**config.mk**
```make
export PLATFORM = sky130hd
export DESIGN_NAME = vertex_format_layout_decoder_unit_flat
export DESIGN_NICKNAME = d
export VERILOG_FILES = /design/src/hdl/vfld_pkg.sv /design/src/hdl/vfld_in_if.sv /design/src/hdl/vfld_out_if.sv /design/src/hdl/vfld_front.sv /design/src/hdl/vfld_queue.sv /design/src/hdl/vfld_back.sv /design/src/hdl/vertex_format_layout_decoder_unit.sv /design/src/flat_wrapper.sv
export SDC_FILE = /design/constraint.sdc
export NUM_CORES = 1
export LEC_CHECK = 0
export ABC_AREA = 1
export BUFFER_PORTS_ARGS = -buffer_cell sky130_fd_sc_hd__buf_2
export CORE_ASPECT_RATIO = 0.9
export CORE_MARGIN = 4
export CORE_UTILIZATION = 45
export CTS_BUF_LIST = sky130_fd_sc_hd__clkbuf_2
export CTS_CLUSTER_SIZE = 25
export DETAILED_ROUTE_END_ITERATION = 10
export GPL_TIMING_DRIVEN = 0
export MAX_ROUTING_LAYER = met4
export REMOVE_ABC_BUFFERS = 1
export SLEW_MARGIN = 10
export SYNTH_ARGS = -nofsm -noshare
export SYNTH_HDL_FRONTEND = slang
export SYNTH_SLANG_ARGS = --single-unit
export TNS_END_PERCENT = 30
```
**constraint.sdc**
```tcl
create_clock -name clk -period 10.35 [get_ports clk]
set_input_delay 1.035 -clock clk [delete_from_list [all_inputs] [get_ports clk]]
set_output_delay 1.035 -clock clk [all_outputs]
set_load 0.05 [all_outputs]
```
**src/hdl/vfld_pkg.sv**
```systemverilog
// Shared types, constants and helpers for the vertex format layout decoder.
// No dependencies; the front end, queue, back end and top level import this package.
package vfld_pkg;

    localparam int MAX_TEX_SETS = 8;
    localparam int NUM_SLOTS    = 31;

    localparam logic [4:0] SLOT_FLAGS      = 5'd0;
    localparam logic [4:0] SLOT_TEX_SIZES  = 5'd1;
    localparam logic [4:0] SLOT_ELEM0      = 5'd2;
    localparam logic [4:0] SLOT_BLEND_OFF  = 5'd3;
    localparam logic [4:0] SLOT_BLEND_TYPE = 5'd4;
    localparam logic [4:0] SLOT_NORM_OFF   = 5'd5;
    localparam logic [4:0] SLOT_NORM_TYPE  = 5'd6;
    localparam logic [4:0] SLOT_DIFF_OFF   = 5'd7;
    localparam logic [4:0] SLOT_DIFF_TYPE  = 5'd8;
    localparam logic [4:0] SLOT_SPEC_OFF   = 5'd9;
    localparam logic [4:0] SLOT_SPEC_TYPE  = 5'd10;
    localparam logic [4:0] SLOT_ELEM5      = 5'd11;
    localparam logic [4:0] SLOT_ELEM6      = 5'd12;
    localparam logic [4:0] SLOT_ELEM7      = 5'd13;
    localparam logic [4:0] SLOT_ELEM8      = 5'd14;
    localparam logic [4:0] SLOT_TEX_FIRST  = 5'd15;
    localparam logic [4:0] SLOT_ELEM_LAST  = 5'd28;
    localparam logic [4:0] SLOT_TEX_LAST   = 5'd30;

    localparam logic [6:0] WORD_ELEM_LAST     = 7'd67;
    localparam logic [6:0] WORD_TEX_TYPE_LAST = 7'd71;

    localparam logic [6:0] SLOT_WORD [NUM_SLOTS] = '{
        7'd1,  7'd4,  7'd7,  7'd10, 7'd11, 7'd14, 7'd15, 7'd18,
        7'd19, 7'd22, 7'd23, 7'd27, 7'd31, 7'd35, 7'd39, 7'd42,
        7'd43, 7'd46, 7'd47, 7'd50, 7'd51, 7'd54, 7'd55, 7'd58,
        7'd59, 7'd62, 7'd63, 7'd66, 7'd67, 7'd70, 7'd71
    };

    localparam logic [6:0] TYPE_DEFAULT = 7'h02;
    localparam logic [6:0] TYPE_FLOAT3  = 7'h32;
    localparam logic [6:0] TYPE_FLOAT4  = 7'h42;
    localparam logic [6:0] TYPE_COLOR   = 7'h40;
    localparam logic [7:0] BLEND_OFFSET = 8'h0c;

    localparam logic [2:0] POS_NONE   = 3'd0;
    localparam logic [2:0] POS_XYZRHW = 3'd2;
    localparam logic [2:0] POS_BLEND1 = 3'd3;

    localparam logic [2:0] TEX_SET_LAST = 3'd7;

    typedef struct packed {
        logic        reject;
        logic [11:0] flags_word;
        logic [31:0] tex_sizes;
        logic [6:0]  elem0_type;
        logic        blend;
        logic [6:0]  blend_type;
        logic        normal;
        logic        diffuse;
        logic        specular;
        logic [7:0]  normal_off;
        logic [7:0]  diffuse_off;
        logic [7:0]  specular_off;
        logic [7:0]  tex_off;
        logic [3:0]  ntex;
        logic [15:0] codes;
        logic [4:0]  last_slot;
    } desc_t;

    typedef struct packed {
        logic  valid;
        desc_t desc;
    } desc_push_t;

    typedef struct packed {
        logic  valid;
        desc_t desc;
    } desc_head_t;

    function automatic logic [2:0] tex_size(input logic [1:0] code);
        logic [2:0] sz;
        case (code)
            2'd0:    sz = 3'd2;
            2'd1:    sz = 3'd3;
            2'd2:    sz = 3'd4;
            default: sz = 3'd1;
        endcase
        return sz;
    endfunction

endpackage

```
**src/hdl/vfld_in_if.sv**
```systemverilog
// Input channel of the decoder: one format word per item.
// Standalone interface, no dependencies.
interface vfld_in_if;
    logic        valid;
    logic        ready;
    logic [31:0] format_word;

    modport source (output valid, output format_word, input ready);
    modport sink   (input valid, input format_word, output ready);
endinterface

```
**src/hdl/vfld_out_if.sv**
```systemverilog
// Output channel of the decoder: one declaration word per item.
// Standalone interface, no dependencies.
interface vfld_out_if;
    logic        valid;
    logic        ready;
    logic        accepted;
    logic [6:0]  word_index;
    logic [31:0] word_value;
    logic        last;

    modport source (output valid, output accepted, output word_index, output word_value,
                    output last, input ready);
    modport sink   (input valid, input accepted, input word_index, input word_value,
                    input last, output ready);
endinterface

```
**src/hdl/vfld_front.sv**
```systemverilog
// Front end: accepts format words and decodes them into layout descriptors.
// Depends on vfld_pkg and vfld_in_if.
module vfld_front (
    vfld_in_if.sink            format_ch,
    input  logic               full,
    output vfld_pkg::desc_push_t push
);
    import vfld_pkg::*;

    logic [31:0] fw;
    logic [2:0]  code;
    logic        rhw;
    logic        blend;
    logic [2:0]  nblend;
    logic [7:0]  p0;
    logic [7:0]  p1;
    logic [7:0]  p2;
    logic [7:0]  p3;
    logic [3:0]  ntex;
    desc_t       d;

    assign fw     = format_ch.format_word;
    assign code   = fw[3:1];
    assign rhw    = (code == POS_XYZRHW);
    assign blend  = (code >= POS_BLEND1);
    assign nblend = code - 3'd2;
    assign ntex   = fw[11:8];

    always_comb
    begin
        if (code == POS_NONE)
        begin
            p0 = 8'd0;
        end
        else if (rhw)
        begin
            p0 = 8'd16;
        end
        else if (blend)
        begin
            p0 = 8'd12 + {3'b000, nblend, 2'b00};
        end
        else
        begin
            p0 = 8'd12;
        end
    end

    assign p1 = p0 + (fw[4] ? 8'd12 : 8'd0);
    assign p2 = p1 + (fw[6] ? 8'd4 : 8'd0);
    assign p3 = p2 + (fw[7] ? 8'd4 : 8'd0);

    always_comb
    begin
        d              = '0;
        d.reject       = (ntex > 4'(MAX_TEX_SETS));
        d.flags_word   = {fw[7], fw[6], 8'h00, rhw, 1'b0};
        for (int i = 0; i < 4; i++)
        begin
            d.tex_sizes[8*i +: 8] = (4'(i) < ntex) ? {5'b00000, tex_size(fw[16+2*i +: 2])}
                                                   : 8'h00;
        end
        d.elem0_type   = rhw ? TYPE_FLOAT4 : ((code != POS_NONE) ? TYPE_FLOAT3 : TYPE_DEFAULT);
        d.blend        = blend;
        d.blend_type   = {nblend, 4'h2};
        d.normal       = fw[4];
        d.diffuse      = fw[6];
        d.specular     = fw[7];
        d.normal_off   = p0;
        d.diffuse_off  = p1;
        d.specular_off = p2;
        d.tex_off      = p3;
        d.ntex         = ntex;
        d.codes        = fw[31:16];
        d.last_slot    = (ntex > 4'(TEX_SET_LAST)) ? SLOT_TEX_LAST : SLOT_ELEM_LAST;
    end

    assign format_ch.ready = !full;
    assign push            = '{valid: format_ch.valid && !full, desc: d};

endmodule

```
**src/hdl/vfld_queue.sv**
```systemverilog
// Two-entry descriptor queue between the front end and the back end.
// Depends on vfld_pkg.
module vfld_queue (
    input  logic                 clk,
    input  logic                 rst_n,
    input  vfld_pkg::desc_push_t push,
    output logic                 full,
    output vfld_pkg::desc_head_t head,
    input  logic                 pop
);
    import vfld_pkg::*;

    desc_t      mem_reg [2];
    logic       wr_ptr_reg;
    logic       wr_ptr_next;
    logic       rd_ptr_reg;
    logic       rd_ptr_next;
    logic [1:0] count_reg;
    logic [1:0] count_next;
    logic       do_pop;

    assign full      = (count_reg == 2'd2);
    assign head      = '{valid: (count_reg != 2'd0), desc: mem_reg[rd_ptr_reg]};
    assign do_pop    = pop && head.valid;

    always_ff @(posedge clk)
    begin
        if (push.valid)
        begin
            mem_reg[wr_ptr_reg] <= push.desc;
        end
    end

    always_comb
    begin
        wr_ptr_next = wr_ptr_reg ^ push.valid;
        rd_ptr_next = rd_ptr_reg ^ do_pop;
        count_next  = count_reg + {1'b0, push.valid} - {1'b0, do_pop};
    end

    always_ff @(posedge clk or negedge rst_n)
    begin
        if (!rst_n)
        begin
            wr_ptr_reg <= 1'b0;
            rd_ptr_reg <= 1'b0;
            count_reg  <= 2'd0;
        end
        else
        begin
            wr_ptr_reg <= wr_ptr_next;
            rd_ptr_reg <= rd_ptr_next;
            count_reg  <= count_next;
        end
    end

endmodule

```
**src/hdl/vfld_back.sv**
```systemverilog
// Back end: walks the declaration word slots of one descriptor and emits items.
// Depends on vfld_pkg and vfld_out_if.
module vfld_back (
    input  logic                 clk,
    input  logic                 rst_n,
    input  vfld_pkg::desc_head_t head,
    output logic                 pop,
    vfld_out_if.source           decl_ch
);
    import vfld_pkg::*;

    typedef enum logic [1:0] {
        ST_IDLE = 2'b01,
        ST_RUN  = 2'b10
    } state_t;

    state_t      state_reg;
    state_t      state_next;
    desc_t       desc_reg;
    desc_t       desc_next;
    logic [4:0]  slot_reg;
    logic [4:0]  slot_next;
    logic [7:0]  run_reg;
    logic [7:0]  run_next;
    logic [15:0] codes_reg;
    logic [15:0] codes_next;

    logic        out_valid_reg;
    logic        out_valid_next;
    logic        accepted_reg;
    logic        accepted_next;
    logic [6:0]  word_index_reg;
    logic [6:0]  word_index_next;
    logic [31:0] word_value_reg;
    logic [31:0] word_value_next;
    logic        last_reg;
    logic        last_next;

    logic        out_free;
    logic        hit;
    logic [31:0] value;
    logic [4:0]  tex_slot;
    logic [2:0]  tex_set;
    logic        tex_active;
    logic [2:0]  sz;
    logic [6:0]  tex_type;

    assign out_free   = !out_valid_reg || decl_ch.ready;
    assign tex_slot   = slot_reg - SLOT_TEX_FIRST;
    assign tex_set    = tex_slot[3:1];
    assign tex_active = ({1'b0, tex_set} < desc_reg.ntex);
    assign sz         = tex_size(codes_reg[1:0]);
    assign tex_type   = {sz, 4'h2};

    always_comb
    begin
        hit   = 1'b1;
        value = 32'(TYPE_DEFAULT);
        case (slot_reg)
            SLOT_FLAGS:      value = 32'(desc_reg.flags_word);
            SLOT_TEX_SIZES:  value = desc_reg.tex_sizes;
            SLOT_ELEM0:      value = 32'(desc_reg.elem0_type);
            SLOT_BLEND_OFF:
            begin
                hit   = desc_reg.blend;
                value = 32'(BLEND_OFFSET);
            end
            SLOT_BLEND_TYPE: value = 32'(desc_reg.blend ? desc_reg.blend_type : TYPE_DEFAULT);
            SLOT_NORM_OFF:
            begin
                hit   = desc_reg.normal;
                value = 32'(desc_reg.normal_off);
            end
            SLOT_NORM_TYPE:  value = 32'(desc_reg.normal ? TYPE_FLOAT3 : TYPE_DEFAULT);
            SLOT_DIFF_OFF:
            begin
                hit   = desc_reg.diffuse;
                value = 32'(desc_reg.diffuse_off);
            end
            SLOT_DIFF_TYPE:  value = 32'(desc_reg.diffuse ? TYPE_COLOR : TYPE_DEFAULT);
            SLOT_SPEC_OFF:
            begin
                hit   = desc_reg.specular;
                value = 32'(desc_reg.specular_off);
            end
            SLOT_SPEC_TYPE:  value = 32'(desc_reg.specular ? TYPE_COLOR : TYPE_DEFAULT);
            SLOT_ELEM5, SLOT_ELEM6, SLOT_ELEM7, SLOT_ELEM8:
            begin
                value = 32'(TYPE_DEFAULT);
            end
            default:
            begin
                if (!tex_slot[0])
                begin
                    hit   = tex_active;
                    value = 32'(run_reg);
                end
                else
                begin
                    hit   = tex_active || (tex_set != TEX_SET_LAST);
                    value = 32'(tex_active ? tex_type : TYPE_DEFAULT);
                end
            end
        endcase
    end

    assign pop = (state_reg == ST_IDLE);

    always_comb
    begin
        state_next      = state_reg;
        desc_next       = desc_reg;
        slot_next       = slot_reg;
        run_next        = run_reg;
        codes_next      = codes_reg;
        out_valid_next  = out_valid_reg && !decl_ch.ready;
        accepted_next   = accepted_reg;
        word_index_next = word_index_reg;
        word_value_next = word_value_reg;
        last_next       = last_reg;
        case (state_reg)
            ST_IDLE:
            begin
                if (head.valid)
                begin
                    desc_next  = head.desc;
                    slot_next  = SLOT_FLAGS;
                    run_next   = head.desc.tex_off;
                    codes_next = head.desc.codes;
                    state_next = ST_RUN;
                end
            end
            ST_RUN:
            begin
                if (out_free)
                begin
                    if (desc_reg.reject)
                    begin
                        out_valid_next  = 1'b1;
                        accepted_next   = 1'b0;
                        word_index_next = 7'd0;
                        word_value_next = 32'd0;
                        last_next       = 1'b1;
                        state_next      = ST_IDLE;
                    end
                    else
                    begin
                        if (hit)
                        begin
                            out_valid_next  = 1'b1;
                            accepted_next   = 1'b1;
                            word_index_next = SLOT_WORD[slot_reg];
                            word_value_next = value;
                            last_next       = (slot_reg == desc_reg.last_slot);
                        end
                        if ((slot_reg >= SLOT_TEX_FIRST) && tex_slot[0])
                        begin
                            run_next   = run_reg + {3'b000, sz, 2'b00};
                            codes_next = {2'b00, codes_reg[15:2]};
                        end
                        if (slot_reg == desc_reg.last_slot)
                        begin
                            state_next = ST_IDLE;
                        end
                        else
                        begin
                            slot_next = slot_reg + 5'd1;
                        end
                    end
                end
            end
            default:
            begin
                state_next = ST_IDLE;
            end
        endcase
    end

    always_ff @(posedge clk or negedge rst_n)
    begin
        if (!rst_n)
        begin
            state_reg     <= ST_IDLE;
            out_valid_reg <= 1'b0;
        end
        else
        begin
            state_reg     <= state_next;
            out_valid_reg <= out_valid_next;
        end
    end

    always_ff @(posedge clk)
    begin
        desc_reg       <= desc_next;
        slot_reg       <= slot_next;
        run_reg        <= run_next;
        codes_reg      <= codes_next;
        accepted_reg   <= accepted_next;
        word_index_reg <= word_index_next;
        word_value_reg <= word_value_next;
        last_reg       <= last_next;
    end

    assign decl_ch.valid      = out_valid_reg;
    assign decl_ch.accepted   = accepted_reg;
    assign decl_ch.word_index = word_index_reg;
    assign decl_ch.word_value = word_value_reg;
    assign decl_ch.last       = last_reg;

    a_reject_shape: assert property (@(posedge clk) disable iff (!rst_n)
        out_valid_reg && !accepted_reg |-> last_reg && (word_index_reg == 7'd0))
        else $error("rejected item must be a single last item at index zero");

    a_last_word: assert property (@(posedge clk) disable iff (!rst_n)
        out_valid_reg && accepted_reg && last_reg |->
            (word_index_reg == WORD_ELEM_LAST) || (word_index_reg == WORD_TEX_TYPE_LAST))
        else $error("final declaration word has wrong index");

    a_ascending: assert property (@(posedge clk) disable iff (!rst_n)
        out_valid_reg && decl_ch.ready && !last_reg |=>
            !out_valid_reg || (word_index_reg > $past(word_index_reg)))
        else $error("declaration words not in ascending order");

    a_slot_bound: assert property (@(posedge clk) disable iff (!rst_n)
        (state_reg == ST_RUN) && !desc_reg.reject |-> slot_reg <= desc_reg.last_slot)
        else $error("slot walk ran past its final slot");

endmodule

```
**src/hdl/vertex_format_layout_decoder_unit.sv**
```systemverilog
// Vertex format layout decoder, top level.
// Depends on vfld_pkg, vfld_in_if, vfld_out_if, vfld_front, vfld_queue, vfld_back.
//
// format_ch carries one 32-bit format word per item. decl_ch returns, per
// format word, the declaration words it writes in ascending index order, each
// with its final value and last set on the final one. A format word whose
// texture count exceeds the limit yields one item with accepted low.
// The front end decodes a format word in the cycle it is accepted and pushes
// the descriptor into a two-entry queue. The back end takes one descriptor,
// then walks 29 word slots (31 with eight texture sets), one slot per cycle
// while decl_ch does not stall; a rejected descriptor yields one item and
// skips the walk. The first item passes the queue entry, the back end
// descriptor register and the output register; the slot walk sets throughput.
// When decl_ch stalls, the output register holds its item and the walk
// pauses; the queue then fills and format_ch.ready drops once both entries
// are in use.
// Reset empties the queue, idles the back end and clears decl_ch.valid.
module vertex_format_layout_decoder_unit (
    input  logic       clk,
    input  logic       rst_n,
    vfld_in_if.sink    format_ch,
    vfld_out_if.source decl_ch
);
    import vfld_pkg::*;

    desc_push_t push;
    desc_head_t head;
    logic       full;
    logic       pop;

    vfld_front u_front (
        .format_ch (format_ch),
        .full      (full),
        .push      (push)
    );

    vfld_queue u_queue (
        .clk   (clk),
        .rst_n (rst_n),
        .push  (push),
        .full  (full),
        .head  (head),
        .pop   (pop)
    );

    vfld_back u_back (
        .clk     (clk),
        .rst_n   (rst_n),
        .head    (head),
        .pop     (pop),
        .decl_ch (decl_ch)
    );

endmodule
```
**src/flat_wrapper.sv**
```systemverilog
// flat-port wrapper written by rule: the top's interface ports become plain ports
module vertex_format_layout_decoder_unit_flat import vfld_pkg::*;
  (clk, rst_n, format_ch_valid, format_ch_format_word, format_ch_ready, decl_ch_valid, decl_ch_accepted, decl_ch_word_index, decl_ch_word_value, decl_ch_last, decl_ch_ready);
  vfld_in_if format_ch_i ();
  vfld_out_if decl_ch_i ();
  input  logic clk;
  input  logic rst_n;
  input wire logic [$bits(format_ch_i.valid)-1:0] format_ch_valid;
  input wire logic [$bits(format_ch_i.format_word)-1:0] format_ch_format_word;
  output wire logic [$bits(format_ch_i.ready)-1:0] format_ch_ready;
  output wire logic [$bits(decl_ch_i.valid)-1:0] decl_ch_valid;
  output wire logic [$bits(decl_ch_i.accepted)-1:0] decl_ch_accepted;
  output wire logic [$bits(decl_ch_i.word_index)-1:0] decl_ch_word_index;
  output wire logic [$bits(decl_ch_i.word_value)-1:0] decl_ch_word_value;
  output wire logic [$bits(decl_ch_i.last)-1:0] decl_ch_last;
  input wire logic [$bits(decl_ch_i.ready)-1:0] decl_ch_ready;
  assign format_ch_i.valid = format_ch_valid;
  assign format_ch_i.format_word = format_ch_format_word;
  assign format_ch_ready = format_ch_i.ready;
  assign decl_ch_valid = decl_ch_i.valid;
  assign decl_ch_accepted = decl_ch_i.accepted;
  assign decl_ch_word_index = decl_ch_i.word_index;
  assign decl_ch_word_value = decl_ch_i.word_value;
  assign decl_ch_last = decl_ch_i.last;
  assign decl_ch_i.ready = decl_ch_ready;
  vertex_format_layout_decoder_unit u_core (.clk(clk), .rst_n(rst_n), .format_ch(format_ch_i), .decl_ch(decl_ch_i));
endmodule
```
==> impl_metrics.json <==
{
  "crit_path_max_fanout": 27,
  "syn_inst": 853,
  "period_needed_ps": 3930,
  "yosysSeqAreaShare": 0.680,
  "clock.fmax_mhz": 255,
  "nNetsFinal": 1019,
  "yosysTopAreaCell": "edfxtp_1",
  "synth_cell_types": 52,
  "pre_cts_slack_ps": 6390,
  "nFillCells": 1964,
  "portBuffers": 58,
  "worst_ep_required_time_ps": 10760,
  "vias": 6200,
  "ys_ff_latch": 231,
  "die-area_um2": 25000,
  "critPathMostFrequentCell": "inv_1",
  "core_um2": 21900,
  "status": "finished, final reports clean",
  "synth_most_common_cell": "nand2_1",
  "drtIter0Drc": 400,
  "maxCapViolations": 0,
  "clk_path_buf_depth": 3,
  "cpLargestDelayFamily": "buffers and inverters",
  "path_class": "reg -> reg",
  "cp-start-kind": "register",
  "critPathSlowestCell": "clkinv_1",
  "drt-wirelength-per-cell_um": 15.2,
  "drtAntennaViolNets": 0,
  "worst_pin_slew_ps": 1010,
  "path_clk_slew_ps": 100,
  "wirelength_um": 19400,
  "initial_utilization": 0.464,
  "cts.sinks": 231,
  "finClkSkew_ps": 58.8,
  "critPathArrivalTime_ps": 4340,
  "gp_congestion": 0.858,
  "vdd_ir_drop_max_mv": 0.144,
  "cts-root-buf": "clkbuf_2",
  "ios": 79,
  "grt_max_degree": 66,
  "setup_viol_count_final": 0,
  "cts_tree": "done",
  "antenna_found_initial": 1,
  "fin_ws_ps": 6420,
  "path_cells": "inv_1, nand2_1, clkinv_1, a21oi_1, o21bai_1, inv_1",
  "syn_area_per_cell_um2": 11.9,
  "largest_register_ffs": 128,
  "fp.dieH_um": 150,
  "ctsHtreeMaxLevel": 2,
  "syn_area_um2": 10100,
  "ys_async_sr_fraction": 0.0303,
  "grt_pass1_vias": 6033,
  "worst-path-buf-inv": 3,
  "cpPeakStageDelay_ps": 1060,
  "numCtsBuffers": 58,
  "cellLeakagePower_nw": 4.64,
  "clock_latency_ps": 850,
  "synth_top_area_share": 0.663,
  "die-width_um": 166,
  "yosys-top-cells-area": "edfxtp_1, nand2_1, ha_1",
  "viasPerCell": 4.84,
  "grt_pass1_wl_um": 31100,
  "drv_slew": 0,
  "endpoint_kind": "register",
  "rows": 51,
  "finalHoldViolations": 0,
  "rsz0062_at_grt": "false",
  "yosysWarnings": 0,
  "ys.flop_type": "edfxtp_1",
  "power_density_nw_per_um2": 302,
  "slew-limit-headroom": 0.326,
  "area_growth_syn_to_layout_pct": 10.8,
  "overflow": 0,
  "period_share": 0.379,
  "tns_ps": 0,
  "drtPass1Iterations": 5,
  "synth_edf_count": 224,
  "hp-class": "in -> reg",
  "synthTopCellsByCount": "nand2_1, edfxtp_1, nor2_1, inv_1, a21oi_1",
  "grt.total_usage": 0.161,
  "drive_gt1_frac": 0.215,
  "drc": 0,
  "hpwl_um": 12400
}
-- report_power, final --
group	leakage, nW	internal (mW)	switching [mW]
Clock	0.386	0.223	0.346
Combinational	2.06	0.336	0.835
Sequential	2.19	1.48	0.173
Total	4.64	2.04	1.35
-- kinds of logic after synthesis --
group / share of synthesized area
AND/OR/NAND/NOR: 0.164
flip-flops: 0.680
buffers and inverters: 0.0520
AO/OA/AOI/OAI: 0.0571
adder cells (fa/ha/maj): 0.0409
XOR/XNOR: 0.00518
other: 0.000369
-- what timing repair did --
| action | in CTS | in global routing |
|---|---|---|
| hold buffers | 1 | 0 |
| endpoints found under the hold margin | 6 | 0 |
| resized for setup | 0 | 0 |
| setup buffers | 0 | 0 |
-- layout by cell type (no fill, tap or decap), types with 2 or more instances in the layout --
cell      Yosys  layout
a221oi_1      4       4
ha_4          0       2
a21oi_1      49      49
nor2_2        5       5
a31oi_1       3       3
nor2_4        3       4
inv_4         2       3
conb_1        1      16
inv_2        12      13
clkinv_2      0       2
nor4_1        3       3
nand2_2       8       8
buf_2         0      58
xor2_1        4       4
nor2_1       69      68
edfxtp_1    224     224
ha_1         30      28
nand4_1       4       4
nor3_1        4       4
a22oi_1       2       2
inv_1        62      60
nand2_4       8       8
o21ai_1       3       3
nand3_1      22      22
a21o_1        2       2
dfrtp_1       6       5
clkbuf_2      0      86
o21ai_0      18      18
a211oi_1      2       2
buf_12        1       2
fa_1          2       2
nor3b_2       9       9
o22ai_1       5       5
o22ai_2       2       2
nand2_1     227     227
clkinv_1      2      10
xnor2_1       2       2
-- through the flow --
step	utilization	hold WS [ps]	instances	power (mW)	cell area [um2]
6_report	0.514	363	1282	3.39	11200
5_1_grt	0.514	238	1282	3.65	11200
3_3_place_gp	0.486	493	1178	2.84	10600
2_1_floorplan	-	482	829	2.48	9980
3_5_place_dp	0.491	498	1181	2.86	10700
4_1_cts	0.514	259	1281	3.44	11200
-- layer usage --
metal | GRT usage | vias to the layer above | part of all wire
li1 | - | 3126 | -
met1 | 0.212 | 2892 | 0.47
met2 | 0.249 | 150 | 0.45
met3 | 0.0381 | 32 | 0.055
met4 | 0.0585 | 0 | 0.018
met5 | - | - | 0
-- path summary, 6_finish.rpt --
path / startpoint / to / slack, ps / depth (start not counted)
setup / recovery: u_core.u_back.state_reg[0] / u_core.u_back.codes_reg[15] / 6420 / 6
hold / removal: format_ch_format_word[30] / u_core.u_queue.mem_reg[0][16] / 360 / 1
setup reg to reg: u_core.u_back.state_reg[0] / u_core.u_back.codes_reg[15] / 6420 / 6
hold reg to reg: u_core.u_queue.mem_reg[0][79] / u_core.u_back.desc_reg[117] / 520 / 2
max in group asynchronous: rst_n / u_core.u_back.state_reg[0] / 9570 / 2
min in group asynchronous: rst_n / u_core.u_back.decl_ch.valid / 530 / 2
-- area by class of cell --
class	count	area, um2	share of cell area
flip-flops and latches	231	6910	0.614
multi-input cells	520	2810	0.250
clock buffers	86	430	0.0383
repair buffers	62	368	0.0327
well taps	291	364	0.0324
inverters	78	300	0.0267
clock inverters	13	65.1	0.00579
diodes	1	2.50	0.000223
Power figures use the tool's default switching activity.
